[config.mk]
export PLATFORM = sky130hd
export DESIGN_NAME = lifeg_cnt
export DESIGN_NICKNAME = d
export VERILOG_FILES = /design/src/rtl/lifeg_pkg.sv /design/src/rtl/lifeg_cnt.sv
export SDC_FILE = /design/constraint.sdc
export NUM_CORES = 1
export LEC_CHECK = 0
export ABC_AREA = 1
export BUFFER_PORTS_ARGS = -buffer_cell sky130_fd_sc_hd__buf_2
export CORE_AREA = 3 3 136 138
export DETAILED_ROUTE_END_ITERATION = 6
export DIE_AREA = 0 0 139 141
export PLACE_DENSITY = 0.74
export SLEW_MARGIN = 0
export SYNTH_ARGS = -nofsm -noshare
export SYNTH_HDL_FRONTEND = slang
export SYNTH_SLANG_ARGS = --single-unit
[constraint.sdc]
create_clock -name clk -period 3.84 [get_ports clk]
set_input_delay 0.768 -clock clk [delete_from_list [all_inputs] [get_ports clk]]
set_output_delay 0.768 -clock clk [all_outputs]
set_load 0.02 [all_outputs]
[src/rtl/lifeg_pkg.sv]
// Shared types, constants and row-level functions for the life grid engine.
// No dependencies; used by every module in rtl/.
`default_nettype none
package lifeg_pkg;

  localparam int GRID_SIDE = 128;
  localparam int IDX_W     = $clog2(GRID_SIDE);
  localparam int COORD_W   = 7;
  localparam int CHUNK_W   = (GRID_SIDE < 16) ? GRID_SIDE : 16;
  localparam int NCHUNK    = (GRID_SIDE + CHUNK_W - 1) / CHUNK_W;
  localparam int PAD_W     = NCHUNK * CHUNK_W;
  localparam int CHUNK_CNT_W = $clog2(CHUNK_W + 1);
  localparam int NCHUNK_W  = $clog2(NCHUNK + 1);
  localparam int COUNT_W   = 15;
  localparam logic [COUNT_W-1:0] COUNT_MAX = {COUNT_W{1'b1}};

  typedef logic [GRID_SIDE-1:0] row_t;
  typedef logic [IDX_W-1:0] idx_t;

  localparam idx_t LAST_ROW = IDX_W'(GRID_SIDE - 1);

  typedef enum logic [1:0] {
    CMD_WRITE = 2'd0,
    CMD_READ  = 2'd1,
    CMD_STEP  = 2'd2,
    CMD_NONE  = 2'd3
  } cmd_t;

  typedef enum logic [3:0] {
    S_CLEAR,
    S_IDLE,
    S_ACC,
    S_P0,
    S_P1,
    S_P2,
    S_CALC,
    S_SHIFT,
    S_WAIT
  } state_t;

  typedef struct packed {
    logic clear;
    logic load;
  } cnt_ctrl_t;

  // next generation of row m given the rows above (a) and below (b)
  function automatic row_t evolve(row_t a, row_t m, row_t b, logic wrap);
    row_t al, ar, ml, mr, bl, br, res;
    logic [3:0] s;
    al = {a[GRID_SIDE-2:0], wrap & a[GRID_SIDE-1]};
    ar = {wrap & a[0], a[GRID_SIDE-1:1]};
    ml = {m[GRID_SIDE-2:0], wrap & m[GRID_SIDE-1]};
    mr = {wrap & m[0], m[GRID_SIDE-1:1]};
    bl = {b[GRID_SIDE-2:0], wrap & b[GRID_SIDE-1]};
    br = {wrap & b[0], b[GRID_SIDE-1:1]};
    for (int c = 0; c < GRID_SIDE; c++) begin
      s = 4'(al[c]) + 4'(a[c]) + 4'(ar[c]) + 4'(ml[c]) + 4'(mr[c])
        + 4'(bl[c]) + 4'(b[c]) + 4'(br[c]);
      res[c] = (s == 4'd3) | ((s == 4'd2) & m[c]);
    end
    return res;
  endfunction

  function automatic logic [CHUNK_CNT_W-1:0] popcnt(logic [CHUNK_W-1:0] v);
    logic [CHUNK_CNT_W-1:0] sum;
    sum = '0;
    for (int i = 0; i < CHUNK_W; i++) begin
      sum = sum + CHUNK_CNT_W'(v[i]);
    end
    return sum;
  endfunction

endpackage
`default_nettype wire

[src/rtl/lifeg_cnt.sv]
// Change counter: takes one row of flip flags, adds one chunk per cycle,
// saturating total. Depends on lifeg_pkg.
`default_nettype none
module lifeg_cnt (
  input  wire logic                 clk,
  input  wire logic                 rst,
  input  wire lifeg_pkg::cnt_ctrl_t ctrl,
  input  wire lifeg_pkg::row_t      diff,
  output logic                      busy,
  output logic [lifeg_pkg::COUNT_W-1:0] total
);

  logic [lifeg_pkg::PAD_W-1:0]    shreg;
  logic [lifeg_pkg::NCHUNK_W-1:0] left;
  logic [lifeg_pkg::COUNT_W:0]    sum;
  logic [lifeg_pkg::COUNT_W-1:0]  total_next;

  assign busy = (left != '0);

  always_comb begin
    sum = {1'b0, total}
        + (lifeg_pkg::COUNT_W + 1)'(lifeg_pkg::popcnt(shreg[lifeg_pkg::CHUNK_W-1:0]));
    total_next = sum[lifeg_pkg::COUNT_W] ? lifeg_pkg::COUNT_MAX
                                         : sum[lifeg_pkg::COUNT_W-1:0];
  end

  always_ff @(posedge clk) begin
    if (rst) begin
      left  <= '0;
      total <= '0;
    end else if (ctrl.clear) begin
      total <= '0;
    end else if (ctrl.load) begin
      shreg <= lifeg_pkg::PAD_W'(diff);
      left  <= lifeg_pkg::NCHUNK_W'(lifeg_pkg::NCHUNK);
    end else if (busy) begin
      shreg <= shreg >> lifeg_pkg::CHUNK_W;
      left  <= left - 1'b1;
      total <= total_next;
    end
  end

endmodule
`default_nettype wire

# [Word level (Yosys, flattened, before mapping)]
# Cells that the tools add are included.
# Widths: inputs -> output; s select.
[op_classes] n_bitwise=3 mux=5 n_reduce_logical=6 n_addsub=17
[ops] cell="$mux 128" count=2
[ops] cell="$add 5x1->5" count=11
[ops] cell="$add 15x5->16" count=1
[ops] cell="$mux 15" count=1
[ops] cell="$mux 4" count=2
[ops] cell="$add 4x1->5" count=1
[ops] cell="$add 3x1->4" count=1
[ops] cell="$reduce_and 2->1" count=2
[ops] cell="$reduce_bool 4->1" count=1
[ops] cell="$sub 4x1->4 const B" count=1
[ops] cell="$add 2x1->3" count=1
[ops] cell="$not 1->1" count=3
[ops] cell="$reduce_and 3->1" count=1
[ops] cell="$add 1x1->2" count=1
[ops] cell="$reduce_bool 2->1" count=1
[ops] cell="$reduce_or 2->1" count=1
[totals] inputBits=132 reg_bits=147 output_inout_bits=16

# [Logic depth before layout (Yosys ltp)]
[logic_depth] depth_word=17 ltp_mapped=18 ltp_nobuf=18

# [Worst setup path after synthesis]
# Ideal clock, no wire load.
[synth_timing] path_type="input to register" start="in ctrl[1] (netlist name)" end="reg shreg[0] (netlist name), enable pin" setup_time_ps=481 stages=3 path_buffers=0 arrival_time_ps=3581 required_time_ps=3359 path_slack_ps=-222 cell_sequence="nor2_2 -> nand2_1 -> inv_1"
[synth_between] elab_chain_cells=2
[synth_lines] item="from (decl)" line="lifeg_cnt.sv:7" rtl="input wire lifeg_pkg::cnt_ctrl_t ctrl,"
[synth_lines] item="$not 1->1 (no line)"
[synth_lines] item="$reduce_and 3->1 (no line)"
[synth_lines] item="to (signal assigned)" line="lifeg_cnt.sv:34" rtl="shreg <= lifeg_pkg::PAD_W'(diff);"
[synth_lines] item="to (signal assigned)" line="lifeg_cnt.sv:37" rtl="shreg <= shreg >> lifeg_pkg::CHUNK_W;"
[synth_lines] item="to (decl)" line="lifeg_cnt.sv:13" rtl="logic [lifeg_pkg::PAD_W-1:0] shreg;"
# No other way between the ends.
# A chain may end at the register's enable or synchronous reset.

# [Worst setup path in the final report]
[layout_timing] start="reg shreg[10] (netlist name)" end="reg total[8] (netlist name)"
[layout_between] elab_chain_cells=8
[layout_lines] item="$add 5x1->5 (6 in a row)" line="lifeg_pkg.sv:68" rtl="sum = sum + CHUNK_CNT_W'(v[i]);"
[layout_lines] item="$add 15x5->16" line="lifeg_cnt.sv:22" rtl="+ (lifeg_pkg::COUNT_W + 1)'(lifeg_pkg::popcnt(shreg[lifeg_pkg::CHUNK_W-1:0]));"
[layout_lines] item="$mux 15" line="lifeg_cnt.sv:23" rtl="total_next = sum[lifeg_pkg::COUNT_W] ? lifeg_pkg::COUNT_MAX"
[layout_lines] item="to (signal assigned)" line="lifeg_cnt.sv:39" rtl="total <= total_next;"
[layout_lines] item="to (decl)" line="lifeg_cnt.sv:10" rtl="output logic [lifeg_pkg::COUNT_W-1:0] total"
# No other way between the ends.

==> reports/results.ini <==
[status]
status = complete, but fails checks
violations = setup timing

[synthesis]
ys_types = 33
async_reset_ff_share_pct = 0
postSynthAreaPerCell_um2 = 9.28
synth_ff_type = edfxtp_1
synth_nets = 903
syn_area_um2 = 6960
ys_ff_latch = 147
ys_warn_count = 0
synth_cells = 750
seq_area_frac_synth_pct = 60.7
synth_edf_count = 128

[cts]
cts_max_level = 4
cts_buffers = 17
root_buffer = clkbuf_16
clk_latency_ps = 420
clock_sinks = 147
holdBufCountCts = 0
path_clk_slew_ps = 60
cts_tree = yes
cts_max_path_buffers = 2

[power]
p_comb_share_pct = 15.4
ir_drop_v = 0.000287
p_leak_nw = 4.15
p_seq_share_pct = 45.2
power_density_nw_per_um2 = 486
total_power_mw = 4.15
clockPowerShare_pct = 39.4
p_sw_share_pct = 25.9
intPower_mw = 3.08
p_switching_mw = 1.08

[place]
port_buffers = 147
hpwl_um = 10300
gp_congestion = 0.877
post_dp_cell_area_um2 = 7940

[critical_path]
r2r_setup_slack_ps = -30
critical_path.startpoint = shreg[10]$_DFFE_PP_
critPathMaxFanout = 3
critPathRequiredTime_ps = 4150
cp.arrival_ps = 4190
cpPeakStageDelay_ps = 550
start_kind = flop
path_common_cell = fa_1
reg2reg_from = shreg[10]$_DFFE_PP_
crit_chain = fa_1 -> inv_1 -> fa_1 -> fa_1 -> fa_1 -> fa_2 -> inv_2 -> fa_2 -> nand4_1 -> nand2_1 -> nand2_1 -> o21ai_1 -> nand3_1 -> nand2_1 -> inv_1
critical_path_class = flop to flop
worst_path_max_delay_cell = fa_1
cp-end-kind = flop

[timing]
clock_skew_ps = 9.16
slew_headroom_pct = 31.8
layout_min_cycle_time_ps = 3870
fmaxAchievable_mhz = 258
timing.final.hold_violations = 0
post-route-period-util_pct = 101
setup_slack_ps = -32.1
finalMaxSlewViolations = 0
setup_viol_count_final = 2
final.setup.tns_ps = -52.5
tightest_slew_ps = 1020
rsz0062_at_grt = true

[layout]
layout-drive-gt1-share_pct = 22.4
fin_area_um2 = 8550
diodes = 0
mostFrequentLayoutCells = nand2_1, buf_2, edfxtp_1
fillers = 1639
final_common_cell = nand2_1
utilization_pct = 49.4
nNetsFinal = 1049
syn2layout_area_growth_pct = 22.9

[route]
num_vias = 5194
drc_errors = 0
postRouteAntennaNets = 0
wire_per_inst_um = 13.1
drt-initial-drc-count = 311
viasPerCell = 4.58
finalWirelength_um = 14900
drt_first_pass_iters = 5

[floorplan]
die_w_um = 139
dieArea_um2 = 19600
die_y_um = 141
row_count = 48
initial_core_util_pct = 40.2
core_area_um2 = 17300
ios = 148

[grt]
grt_max_degree = 110
grt_pass1_wl_um = 24000
grt-ovfl-total = 0
grt_pass1_vias = 5028
antenna_found_initial = 3
grt_usage_pct = 15.3

[min_path]
hold_class = flop to flop
hp-start = left[2]$_SDFFE_PP0P_

[run]
max_cap_violations = 0

## final cells by class
type                            count  area [um^2]  area share (%)
Clock buffer                       19          433            5.07
Clock inverter                     13          151            1.77
Inverter                           75          288            3.37
Multi-Input combinational cell    500         2350            27.4
Sequential cell                   147         4220            49.4
Tap cell                          225          282            3.29
Timing Repair Buffer              155          823            9.63
## cell usage after synthesis (4+ instances only)
library cell,instances,area share (%)
o21ai_1,4,0.29
nand3_1,12,0.86
clkbuf_1,17,0.92
nand4_1,5,0.45
edfxtp_1,128,55
nand2_1,403,22
a21oi_1,8,0.58
nor2_1,20,1.1
dfxtp_1,19,5.5
inv_1,72,3.9
a31oi_1,4,0.36
fa_1,12,3.5
ha_1,9,1.6
o21ai_0,6,0.43
buf_2,8,0.58
## worst max-delay path, delay by kind of cell (launching register included)
family / cells / cell delay [ps]
simple gates: 5 / 560
fa+ha+maj: 6 / 2530
buf+inv: 3 / 160
flops: 1 / 400
compound gates: 1 / 160
## flip-flops by register name (all words and copies together) (netlist names)
| register | cells |
|---|---|
| shreg | 128 |
| left | 4 |
| total | 15 |
## metal layers
layer  global-route usage [%]  wire (um)  vias up  part of all wire [%]
met2                     23.3       6710      198                    45
met4                     6.18        278        6                   1.9
li1                         -          -     2655                     -
met1                     19.9       6450     2308                    43
met3                     5.66       1390       27                   9.4
met5                        0         28        -                  0.19
## final timing paths
check,to,cells past startpoint
hold / removal,left[2]$_SDFFE_PP0P_,1
setup / recovery,total[8]$_SDFFE_PN0P_,15
setup reg to reg,total[8]$_SDFFE_PN0P_,15
hold reg to reg,left[2]$_SDFFE_PP0P_,1
## per-stage QoR
| step | std cells | hold slack [ps] | setup slack [ps] |
|---|---|---|---|
| after floorplan | 750 | 422 | 31.1 |
| after global placement | 1101 | 433 | -0.440 |
| after detailed placement | 1101 | 454 | -67.7 |
| after CTS | 1134 | 462 | 6.32 |
| after global routing | 1134 | 470 | -217 |
| final | 1134 | 459 | -32.1 |
## power by group through the flow
stage	registers, mW	logic, mW	clock network, mW
3_3_place_gp	1.91	0.612	0
4_1_cts	1.88	0.643	1.68
3_5_place_dp	1.91	0.629	0
5_1_grt	1.88	0.735	1.73
2_1_floorplan	1.92	0.410	0
6_report	1.88	0.642	1.64
## cell families after synthesis
group,synth area share (%)
AND/OR/NAND/NOR,26.0
flip-flops,60.7
buffers and inverters,5.79
AO/OA/AOI/OAI,2.01
adder cells (fa/ha/maj),5.07
XOR/XNOR,0.378
## what timing repair did
item	4_1_cts	5_1_grt
gates resized for setup	3	3
setup buffers	1	0
pin swaps	5	2
gates cloned	0	0
setup endpoints to repair	5	11
Power figures use the tool's default switching activity.
